==> src/rtl/mmk_pkg.sv <==
// Package for the Morse message keyer: item types, codes, keyer phases
// and the Morse pattern lookup. No dependencies.
`timescale 1ns / 1ps

package mmk_pkg;

  localparam int MSG_DEPTH = 64;
  localparam int MSG_AW    = $clog2(MSG_DEPTH);
  localparam int IDX_W     = 6;
  localparam int CHR_W     = 8;
  localparam int TCK_W     = 3;

  localparam logic [1:0] ACT_WRITE   = 2'd0;
  localparam logic [1:0] ACT_RESTART = 2'd1;
  localparam logic [1:0] ACT_TICK    = 2'd2;

  localparam logic [TCK_W-1:0] DOT_TICKS  = 3'd1;
  localparam logic [TCK_W-1:0] DASH_TICKS = 3'd3;
  localparam logic [TCK_W-1:0] CHAR_GAP   = 3'd3;
  localparam logic [TCK_W-1:0] WORD_GAP   = 3'd7 - CHAR_GAP;

  typedef enum logic [1:0] {
    OP_WRITE,
    OP_RESTART,
    OP_TICK,
    OP_NONE
  } op_t;

  typedef enum logic [1:0] {
    PH_FETCH,
    PH_START,
    PH_SOUND,
    PH_GAP
  } phase_t;

  typedef struct packed {
    op_t              op;
    logic [IDX_W-1:0] idx;
    logic [CHR_W-1:0] val;
  } entry_t;

  // Folds lower case and returns the marker-prefixed pattern, zero if unmapped.
  function automatic logic [CHR_W-1:0] morse_code(input logic [CHR_W-1:0] ch);
    logic [CHR_W-1:0] c;
    logic [CHR_W-1:0] code;
    begin
      c = ch;
      if (c >= 8'h61 && c <= 8'h7A) begin
        c = c - 8'h20;
      end
      case (c)
        8'h22: code = 8'h52;
        8'h27: code = 8'h5E;
        8'h28: code = 8'h36;
        8'h29: code = 8'h6D;
        8'h2B: code = 8'h2A;
        8'h2C: code = 8'h73;
        8'h2D: code = 8'h61;
        8'h2E: code = 8'h55;
        8'h2F: code = 8'h32;
        8'h30: code = 8'h3F;
        8'h31: code = 8'h2F;
        8'h32: code = 8'h27;
        8'h33: code = 8'h23;
        8'h34: code = 8'h21;
        8'h35: code = 8'h20;
        8'h36: code = 8'h30;
        8'h37: code = 8'h38;
        8'h38: code = 8'h3C;
        8'h39: code = 8'h3E;
        8'h3A: code = 8'h78;
        8'h3D: code = 8'h31;
        8'h3F: code = 8'h4C;
        8'h40: code = 8'h5A;
        8'h41: code = 8'h05;
        8'h42: code = 8'h18;
        8'h43: code = 8'h1A;
        8'h44: code = 8'h0C;
        8'h45: code = 8'h02;
        8'h46: code = 8'h12;
        8'h47: code = 8'h0E;
        8'h48: code = 8'h10;
        8'h49: code = 8'h04;
        8'h4A: code = 8'h17;
        8'h4B: code = 8'h0D;
        8'h4C: code = 8'h14;
        8'h4D: code = 8'h07;
        8'h4E: code = 8'h06;
        8'h4F: code = 8'h0F;
        8'h50: code = 8'h16;
        8'h51: code = 8'h1D;
        8'h52: code = 8'h0A;
        8'h53: code = 8'h08;
        8'h54: code = 8'h03;
        8'h55: code = 8'h09;
        8'h56: code = 8'h11;
        8'h57: code = 8'h0B;
        8'h58: code = 8'h19;
        8'h59: code = 8'h1B;
        8'h5A: code = 8'h1C;
        default: code = 8'h00;
      endcase
      return code;
    end
  endfunction

  // Element count: position of the marker bit, at least one.
  function automatic logic [TCK_W-1:0] morse_len(input logic [CHR_W-1:0] code);
    logic [TCK_W-1:0] len;
    begin
      len = 3'd1;
      for (int i = 2; i <= 6; i++) begin
        if (code[i]) begin
          len = TCK_W'(i);
        end
      end
      return len;
    end
  endfunction

endpackage

==> src/rtl/mmk_if.sv <==
// Channel interfaces of the Morse message keyer: input items and results.
// Depends on mmk_pkg.
`timescale 1ns / 1ps

interface mmk_in_if;
  logic                     valid;
  logic                     ready;
  logic [1:0]               action;
  logic [mmk_pkg::IDX_W-1:0] char_index;
  logic [mmk_pkg::CHR_W-1:0] char_value;

  modport source (output valid, output action, output char_index, output char_value,
                  input ready);
  modport sink (input valid, input action, input char_index, input char_value,
                output ready);
endinterface

interface mmk_out_if;
  logic                     valid;
  logic                     ready;
  logic                     key_down;
  logic [mmk_pkg::IDX_W-1:0] message_pos;

  modport source (output valid, output key_down, output message_pos, input ready);
  modport sink (input valid, input key_down, input message_pos, output ready);
endinterface

==> src/rtl/mmk_ram.sv <==
// Generic simple dual-port RAM, one write and one registered read port.
// No dependencies.
`timescale 1ns / 1ps

module mmk_ram #(
  parameter int WIDTH = 8,
  parameter int DEPTH = 64
) (
  input  logic                     clk,
  input  logic                     we,
  input  logic [$clog2(DEPTH)-1:0] waddr,
  input  logic [WIDTH-1:0]         wdata,
  input  logic                     re,
  input  logic [$clog2(DEPTH)-1:0] raddr,
  output logic [WIDTH-1:0]         rdata
);

  logic [WIDTH-1:0] mem [DEPTH];
  logic [WIDTH-1:0] rdata_r;

  always_ff @(posedge clk) begin
    if (we) begin
      mem[waddr] <= wdata;
    end
    if (re) begin
      rdata_r <= mem[raddr];
    end
  end

  assign rdata = rdata_r;

endmodule

==> src/rtl/mmk_front.sv <==
// Front end: takes input transactions and decodes the action into an op.
// Depends on mmk_pkg and mmk_if.
`timescale 1ns / 1ps

module mmk_front (
  mmk_in_if.sink           in_ch,
  output logic             push_valid,
  input  logic             push_ready,
  output mmk_pkg::entry_t  push_entry
);

  mmk_pkg::op_t op;

  always_comb begin
    case (in_ch.action)
      mmk_pkg::ACT_WRITE:   op = mmk_pkg::OP_WRITE;
      mmk_pkg::ACT_RESTART: op = mmk_pkg::OP_RESTART;
      mmk_pkg::ACT_TICK:    op = mmk_pkg::OP_TICK;
      default:              op = mmk_pkg::OP_NONE;
    endcase
  end

  assign push_valid      = in_ch.valid;
  assign in_ch.ready     = push_ready;
  assign push_entry.op   = op;
  assign push_entry.idx  = in_ch.char_index;
  assign push_entry.val  = in_ch.char_value;

endmodule

==> src/rtl/mmk_queue.sv <==
// Two-entry queue between the front end and the keyer back end.
// Depends on mmk_pkg.
`timescale 1ns / 1ps

module mmk_queue (
  input  logic             clk,
  input  logic             rst_n,
  input  logic             push_valid,
  output logic             push_ready,
  input  mmk_pkg::entry_t  push_entry,
  output logic             pop_valid,
  input  logic             pop_ready,
  output mmk_pkg::entry_t  pop_entry
);

  mmk_pkg::entry_t slot_r [2];
  logic            wr_ptr_r;
  logic            rd_ptr_r;
  logic [1:0]      count_r;
  logic            push;
  logic            pop;

  assign push_ready = (count_r != 2'd2);
  assign pop_valid  = (count_r != 2'd0);
  assign pop_entry  = slot_r[rd_ptr_r];
  assign push       = push_valid && push_ready;
  assign pop        = pop_valid && pop_ready;

  always_ff @(posedge clk) begin
    if (!rst_n) begin
      wr_ptr_r <= 1'b0;
      rd_ptr_r <= 1'b0;
      count_r  <= 2'd0;
    end else begin
      if (push) begin
        wr_ptr_r <= ~wr_ptr_r;
      end
      if (pop) begin
        rd_ptr_r <= ~rd_ptr_r;
      end
      count_r <= count_r + {1'b0, push} - {1'b0, pop};
    end
  end

  always_ff @(posedge clk) begin
    if (push) begin
      slot_r[wr_ptr_r] <= push_entry;
    end
  end

endmodule

==> src/rtl/mmk_back.sv <==
// Back end: message store, keyer phase machine and result register.
// Depends on mmk_pkg, mmk_if and mmk_ram.
`timescale 1ns / 1ps

module mmk_back (
  input  logic             clk,
  input  logic             rst_n,
  input  logic             pop_valid,
  output logic             pop_ready,
  input  mmk_pkg::entry_t  pop_entry,
  mmk_out_if.source        out_ch
);

  localparam int AW = mmk_pkg::MSG_AW;
  localparam int TW = mmk_pkg::TCK_W;
  localparam int CW = mmk_pkg::CHR_W;

  mmk_pkg::phase_t       phase_r, phase_nxt;
  logic [TW-1:0]         tc_r, tc_nxt;
  logic [TW-1:0]         el_r, el_nxt;
  logic [CW-1:0]         pat_r, pat_nxt;
  logic                  key_r, key_nxt;
  logic [AW-1:0]         rp_r, rp_nxt;
  logic [CW-1:0]         cur_r, cur_nxt;
  logic                  pend_r, pend_nxt;
  logic                  rvalid_r;
  logic [CW-1:0]         head_r, head_nxt;
  logic [mmk_pkg::MSG_DEPTH-1:0] valid_r;
  logic                  out_valid_r;
  logic                  out_key_r;
  logic [mmk_pkg::IDX_W-1:0] out_pos_r;

  logic                  take;
  logic                  wr_en;
  logic [AW-1:0]         waddr;
  logic                  rd_en;
  logic [CW-1:0]         rdata;
  logic [CW-1:0]         cur_char;
  logic [CW-1:0]         fch;
  logic [CW-1:0]         code;
  logic [TW-1:0]         len;
  logic [AW-1:0]         rp_eff;
  logic                  done;

  mmk_ram #(
    .WIDTH (CW),
    .DEPTH (mmk_pkg::MSG_DEPTH)
  ) u_store (
    .clk   (clk),
    .we    (wr_en),
    .waddr (waddr),
    .wdata (pop_entry.val),
    .re    (rd_en),
    .raddr (rp_nxt),
    .rdata (rdata)
  );

  assign pop_ready = !out_valid_r || out_ch.ready;
  assign take      = pop_valid && pop_ready;
  assign waddr     = AW'(pop_entry.idx);
  assign cur_char  = pend_r ? (rvalid_r ? rdata : '0) : cur_r;

  always_comb begin
    phase_nxt = phase_r;
    tc_nxt    = tc_r;
    el_nxt    = el_r;
    pat_nxt   = pat_r;
    key_nxt   = key_r;
    rp_nxt    = rp_r;
    cur_nxt   = cur_char;
    pend_nxt  = 1'b0;
    head_nxt  = head_r;
    wr_en     = 1'b0;
    rd_en     = 1'b0;
    fch       = '0;
    code      = '0;
    len       = '0;
    rp_eff    = rp_r;
    done      = 1'b0;
    if (take) begin
      case (pop_entry.op)
        mmk_pkg::OP_WRITE: begin
          if (32'(pop_entry.idx) < mmk_pkg::MSG_DEPTH) begin
            wr_en = 1'b1;
            if (waddr == '0) begin
              head_nxt = pop_entry.val;
            end
            if (waddr == rp_r) begin
              cur_nxt = pop_entry.val;
            end
          end
        end
        mmk_pkg::OP_RESTART: begin
          rp_nxt    = '0;
          phase_nxt = mmk_pkg::PH_FETCH;
          cur_nxt   = head_r;
        end
        mmk_pkg::OP_TICK: begin
          if (phase_nxt == mmk_pkg::PH_FETCH) begin
            // zero byte ends the message: fetch from the start instead
            if (cur_char == '0) begin
              rp_eff = '0;
              fch    = head_r;
            end else begin
              fch    = cur_char;
            end
            rp_nxt   = (32'(rp_eff) == mmk_pkg::MSG_DEPTH - 1) ? '0 : rp_eff + 1'b1;
            rd_en    = 1'b1;
            pend_nxt = 1'b1;
            code     = mmk_pkg::morse_code(fch);
            if (code == '0) begin
              tc_nxt    = mmk_pkg::WORD_GAP - 3'd2;
              el_nxt    = '0;
              phase_nxt = mmk_pkg::PH_GAP;
              done      = 1'b1;
            end else begin
              len       = mmk_pkg::morse_len(code);
              pat_nxt   = CW'(16'(code) << (4'd8 - 4'(len)));
              el_nxt    = len;
              phase_nxt = mmk_pkg::PH_START;
            end
          end
          if (!done && phase_nxt == mmk_pkg::PH_START) begin
            tc_nxt    = pat_nxt[CW-1] ? mmk_pkg::DASH_TICKS : mmk_pkg::DOT_TICKS;
            pat_nxt   = {pat_nxt[CW-2:0], 1'b0};
            el_nxt    = el_nxt - 1'b1;
            key_nxt   = 1'b1;
            phase_nxt = mmk_pkg::PH_SOUND;
          end
          if (!done && phase_nxt == mmk_pkg::PH_SOUND) begin
            if (tc_nxt != '0) begin
              tc_nxt = tc_nxt - 1'b1;
              done   = 1'b1;
            end else begin
              phase_nxt = mmk_pkg::PH_GAP;
              tc_nxt    = (el_nxt != '0) ? mmk_pkg::DOT_TICKS - 3'd1
                                         : mmk_pkg::CHAR_GAP - 3'd1;
              key_nxt   = 1'b0;
            end
          end
          if (!done && phase_nxt == mmk_pkg::PH_GAP) begin
            if (tc_nxt == '0) begin
              phase_nxt = (el_nxt != '0) ? mmk_pkg::PH_START : mmk_pkg::PH_FETCH;
            end else begin
              tc_nxt = tc_nxt - 1'b1;
            end
          end
        end
        default: begin
        end
      endcase
    end
  end

  always_ff @(posedge clk) begin
    if (!rst_n) begin
      phase_r     <= mmk_pkg::PH_FETCH;
      tc_r        <= '0;
      el_r        <= '0;
      pat_r       <= '0;
      key_r       <= 1'b0;
      rp_r        <= '0;
      cur_r       <= '0;
      pend_r      <= 1'b0;
      head_r      <= '0;
      valid_r     <= '0;
      out_valid_r <= 1'b0;
    end else begin
      if (take) begin
        phase_r <= phase_nxt;
        tc_r    <= tc_nxt;
        el_r    <= el_nxt;
        pat_r   <= pat_nxt;
        key_r   <= key_nxt;
        rp_r    <= rp_nxt;
        cur_r   <= cur_nxt;
        pend_r  <= pend_nxt;
        head_r  <= head_nxt;
      end
      if (wr_en) begin
        valid_r[waddr] <= 1'b1;
      end
      if (take) begin
        out_valid_r <= 1'b1;
      end else if (out_ch.ready) begin
        out_valid_r <= 1'b0;
      end
    end
  end

  always_ff @(posedge clk) begin
    if (rd_en) begin
      rvalid_r <= valid_r[rp_nxt];
    end
    if (take) begin
      out_key_r <= key_nxt;
      out_pos_r <= mmk_pkg::IDX_W'(rp_nxt);
    end
  end

  assign out_ch.valid       = out_valid_r;
  assign out_ch.key_down    = out_key_r;
  assign out_ch.message_pos = out_pos_r;

endmodule

==> src/rtl/morse_message_keyer.sv <==
// Top level of the Morse message keyer: front end, queue and back end.
// Depends on mmk_pkg, mmk_if, mmk_front, mmk_queue, mmk_back.
`timescale 1ns / 1ps

// Repeating Morse beacon keyer. Write transactions fill a 64-byte message
// store (zero byte ends the message), restart transactions return to the
// first character, and each tick transaction advances the keyer by one time
// unit; every transaction returns one result with the key level and the
// next read position. One transaction is taken per clock cycle while the
// result is not stalled; a result passes through the queue entry, then the
// result register, and the back end computes each tick update combinationally.
// The message store is a RAM whose next character is prefetched after each
// fetch; one valid flag per entry makes unwritten entries read as zero, so
// no clearing pass is needed after reset.
module morse_message_keyer (
  input  logic        clk,
  input  logic        rst_n,
  mmk_in_if.sink      in_ch,
  mmk_out_if.source   out_ch
);

  logic            push_valid;
  logic            push_ready;
  mmk_pkg::entry_t push_entry;
  logic            pop_valid;
  logic            pop_ready;
  mmk_pkg::entry_t pop_entry;

  mmk_front u_front (
    .in_ch      (in_ch),
    .push_valid (push_valid),
    .push_ready (push_ready),
    .push_entry (push_entry)
  );

  mmk_queue u_queue (
    .clk        (clk),
    .rst_n      (rst_n),
    .push_valid (push_valid),
    .push_ready (push_ready),
    .push_entry (push_entry),
    .pop_valid  (pop_valid),
    .pop_ready  (pop_ready),
    .pop_entry  (pop_entry)
  );

  mmk_back u_back (
    .clk       (clk),
    .rst_n     (rst_n),
    .pop_valid (pop_valid),
    .pop_ready (pop_ready),
    .pop_entry (pop_entry),
    .out_ch    (out_ch)
  );

endmodule

==> src/flat_wrapper.sv <==
// flat-port wrapper written by rule: the top's interface ports become plain ports
module morse_message_keyer_flat 
  (clk, rst_n, in_ch_valid, in_ch_action, in_ch_char_index, in_ch_char_value, in_ch_ready, out_ch_valid, out_ch_key_down, out_ch_message_pos, out_ch_ready);
  mmk_in_if in_ch_i ();
  mmk_out_if out_ch_i ();
  input  logic clk;
  input  logic rst_n;
  input wire logic [$bits(in_ch_i.valid)-1:0] in_ch_valid;
  input wire logic [$bits(in_ch_i.action)-1:0] in_ch_action;
  input wire logic [$bits(in_ch_i.char_index)-1:0] in_ch_char_index;
  input wire logic [$bits(in_ch_i.char_value)-1:0] in_ch_char_value;
  output wire logic [$bits(in_ch_i.ready)-1:0] in_ch_ready;
  output wire logic [$bits(out_ch_i.valid)-1:0] out_ch_valid;
  output wire logic [$bits(out_ch_i.key_down)-1:0] out_ch_key_down;
  output wire logic [$bits(out_ch_i.message_pos)-1:0] out_ch_message_pos;
  input wire logic [$bits(out_ch_i.ready)-1:0] out_ch_ready;
  assign in_ch_i.valid = in_ch_valid;
  assign in_ch_i.action = in_ch_action;
  assign in_ch_i.char_index = in_ch_char_index;
  assign in_ch_i.char_value = in_ch_char_value;
  assign in_ch_ready = in_ch_i.ready;
  assign out_ch_valid = out_ch_i.valid;
  assign out_ch_key_down = out_ch_i.key_down;
  assign out_ch_message_pos = out_ch_i.message_pos;
  assign out_ch_i.ready = out_ch_ready;
  morse_message_keyer u_core (.clk(clk), .rst_n(rst_n), .in_ch(in_ch_i), .out_ch(out_ch_i));
endmodule
==> config.mk <==
export PLATFORM = sky130hd
export DESIGN_NAME = morse_message_keyer_flat
export DESIGN_NICKNAME = d
export VERILOG_FILES = /design/src/rtl/mmk_pkg.sv /design/src/rtl/mmk_if.sv /design/src/rtl/mmk_ram.sv /design/src/rtl/mmk_front.sv /design/src/rtl/mmk_queue.sv /design/src/rtl/mmk_back.sv /design/src/rtl/morse_message_keyer.sv /design/src/flat_wrapper.sv
export SDC_FILE = /design/constraint.sdc
export NUM_CORES = 1
export LEC_CHECK = 0
export BUFFER_PORTS_ARGS = -buffer_cell sky130_fd_sc_hd__buf_2
export CORE_MARGIN = 10
export CORE_UTILIZATION = 45
export DETAILED_ROUTE_END_ITERATION = 8
export PLACE_DENSITY_LB_ADDON = 0.25
export SLEW_MARGIN = 10
export SYNTH_ARGS = -nofsm -noshare
export SYNTH_HDL_FRONTEND = slang
export SYNTH_SLANG_ARGS = --single-unit
==> constraint.sdc <==
create_clock -name clk -period 6.7 [get_ports clk]
set_input_delay 0.335 -clock clk [delete_from_list [all_inputs] [get_ports clk]]
set_output_delay 0.335 -clock clk [all_outputs]
set_load 0.01 [all_outputs]
==> impl_metrics.ini <==
[clock_tree]
cts.clk_slew.worst_paths_ps = 50
cts_buffer_depth = 3
cts_num_sinks = 670
cts-buffers-inserted = 72
clock_latency_ps = 620
htreeDepth = 3
tritoncts = done
cts_root_buffer = clkbuf_16

[global_routing]
grt_pass1_vias = 19818
gr-total-overflow = 0
grt_use_total = 0.203
grt_pass1_wl_um = 119000
grt_max_degree = 146
grt_antenna_before_repair = 0

[critical_path]
cpMaxStageDelayCell = edfxtp_1
required_ps = 7240
cp_top_family = compound AO/OA/AOI/OAI gates
cp-end-kind = flip-flop
critical_path_class = reg -> reg
worstPathArrival_ps = 7010
max_stage_delay_ps = 430
critical_path_buf_inv_count = 6
crit_fanout = 12
worst_path_most_repeated_cell = buf_4
worst_setup_path_start_kind = flip-flop

[floorplanning]
num_rows = 93
initial_utilization = 0.453
die_w_um = 275
core_area_um2 = 64300
die_area_um2 = 75400
fp.dieH_um = 275
ios = 29

[placement]
gp_congestion = 0.882
dp.cells = 3391
dp_slack_ps = 58.6
io_buffer_count = 28
place_area_um2 = 30300
post-dp-hpwl_um = 44600

[outcome]
status = finished clean

[logic_synthesis]
syn_nets = 2660
synthFlopType = edfxtp_1
netlist_area_um2 = 29100
ys_types = 92
ys_seq_elements = 670
synth_top_cell_by_area = edfxtp_1
synthTopCellsByArea = edfxtp_1 (58%), nand2_1 (8.2%), dfxtp_1 (7.6%), nor2_1 (3.4%), a311oi_1 (3.4%)
async_flop_share = 0
synth_edf_count = 560
synthCells = 2618
yosysWarningCount = 0
seq_area_frac_synth = 0.652
synth_top_cell_area_share = 0.577
syn_avg_cell_area_um2 = 11.1

[worst_hold_path]
min_path_type = in -> reg

[power]
irDropWorstVdd_mv = 0.266
p_leak_nw = 11.5
powerDensity_nw_per_um2 = 409
total_power_mw = 13.5

[sta]
tightest_slew_ps = 1260
min_period_over_period = 0.965
setup_tns_ps = 0
finClkSkew_ps = 25.3
holdWs_ps = 152
relSlewSlack = 0.159
fin_ws_ps = 235
setup_viol = 0
hold_viol_final = 0
final-max-slew-violation-count = 0
fmax_mhz = 155
fin_crit_ps = 6460

[routing]
num_vias = 20718
drc = 0
drtPass1Iterations = 6
ant_nets = 0
routedWlPerCell_um = 21.8
drt_iter0_markers = 2174
drt-total-wl_um = 77400
via_per_inst = 5.83

[finish]
final_util = 0.513
drive_gt1_frac = 0.104
area_delta_synth_final_pct = 13.2
final-seq-area_um2 = 19000
diodes = 0
fillers = 5571
multiInputGateArea_um2 = 9440
nets = 2679
fin_cells = 3551
layout_commonest_cell = nand2_1
final_area_um2 = 33000
most-common-layout-cells = nand2_1 (640), edfxtp_1 (560), nor2_1 (265)

[flow_run]
cap_violations = 0
==> sequential cells by signal (all words and copies together) (netlist names), 6 cells and up, named ones only <==
signal	count
u_core.u_back.u_store.rdata	8
u_core.u_back.head_r	8
u_core.u_back.pat_r	8
u_core.u_back.cur_r	8
u_core.u_back.out_ch.message_pos	6
u_core.u_back.valid_r	64
u_core.u_queue.slot_r	32
u_core.u_back.rp_r	6
u_core.u_back.u_store.mem	512
==> synthesized netlist by cell type, drive strengths merged (6+ instances only) <==
| library cell | instances |
|---|---|
| o21ai | 40 |
| and2 | 11 |
| nand3 | 158 |
| inv | 47 |
| buf | 31 |
| ha | 22 |
| edfxtp | 560 |
| nor2 | 269 |
| nor3 | 26 |
| dfxtp | 110 |
| xnor2 | 10 |
| a311oi | 113 |
| nand4 | 6 |
| nand2 | 642 |
| a31oi | 45 |
| o22ai | 14 |
| a221oi | 7 |
| nand2b | 9 |
| and3 | 80 |
| a21oi | 80 |
| a211oi | 47 |
| nor4 | 8 |
| mux2i | 23 |
| o32ai | 7 |
| a21o | 7 |
| clkbuf | 143 |
| nor2b | 12 |
==> cell families (layout without fill, tap and decap cells) <==
group	count (synthesis)	after routing	share of synthesized area
AOI/OAI and AO/OA	431	431	0.113
xor gates and xnor gates	13	13	0.00416
adders and majority gates	22	22	0.00944
buffers and inverters	222	300	0.0304
DFF	670	670	0.652
muxes	25	25	0.00880
and+or+nand+nor	1235	1235	0.182
==> worst min-delay path, delay by kind of cell <==
family        cells  cell delay (ps)
simple gates      2              180
buf+inv           1              110
xor+xnor          1               80
==> per-layer routing <==
metal  GRT usage  up-vias  share of wire
met5           0        -              0
met4      0.0522        0          0.023
met3      0.0341      128          0.066
met2       0.342      725           0.49
met1       0.268    10261           0.42
li1            -     9604              -
==> area by class of cell <==
cell class	instances	area share
tap	855	0.0324
multi-input combinational	1726	0.286
inverter	48	0.00580
clock inverter	29	0.00978
timing repair buffer	119	0.0281
clock buffer	104	0.0613
sequential	670	0.576
==> what timing repair did <==
| item | in CTS | in global routing |
|---|---|---|
| setup endpoints to repair | 0 | 5 |
| hold endpoints to repair | 32 | 0 |
| buffers inserted | 0 | 11 |
| gates resized for setup | 0 | 28 |
| hold buffers | 16 | 0 |
==> final timing paths <==
check	start	endpoint	slack, ps	depth (start not counted)
max	u_core.u_back.u_store.rdata[7]$_DFFE_PP_	u_core.u_back.tc_r[1]$_SDFFE_PN0P_	240	28
max reg2reg	u_core.u_back.u_store.rdata[7]$_DFFE_PP_	u_core.u_back.tc_r[1]$_SDFFE_PN0P_	240	28
min reg2reg	u_core.u_back.pat_r[0]$_SDFFE_PN0P_	u_core.u_back.pat_r[0]$_SDFFE_PN0P_	450	2
min	in_ch_valid	u_core.u_queue.wr_ptr_r$_SDFFE_PN0P_	150	4
==> report_power, final <==
group	total, mW	switching, mW	internal [mW]
sequential	5.08	0.0913	4.99
clock	3.93	1.63	2.31
combinational	4.49	2.92	1.57
(Power assumes the default switching activity.)
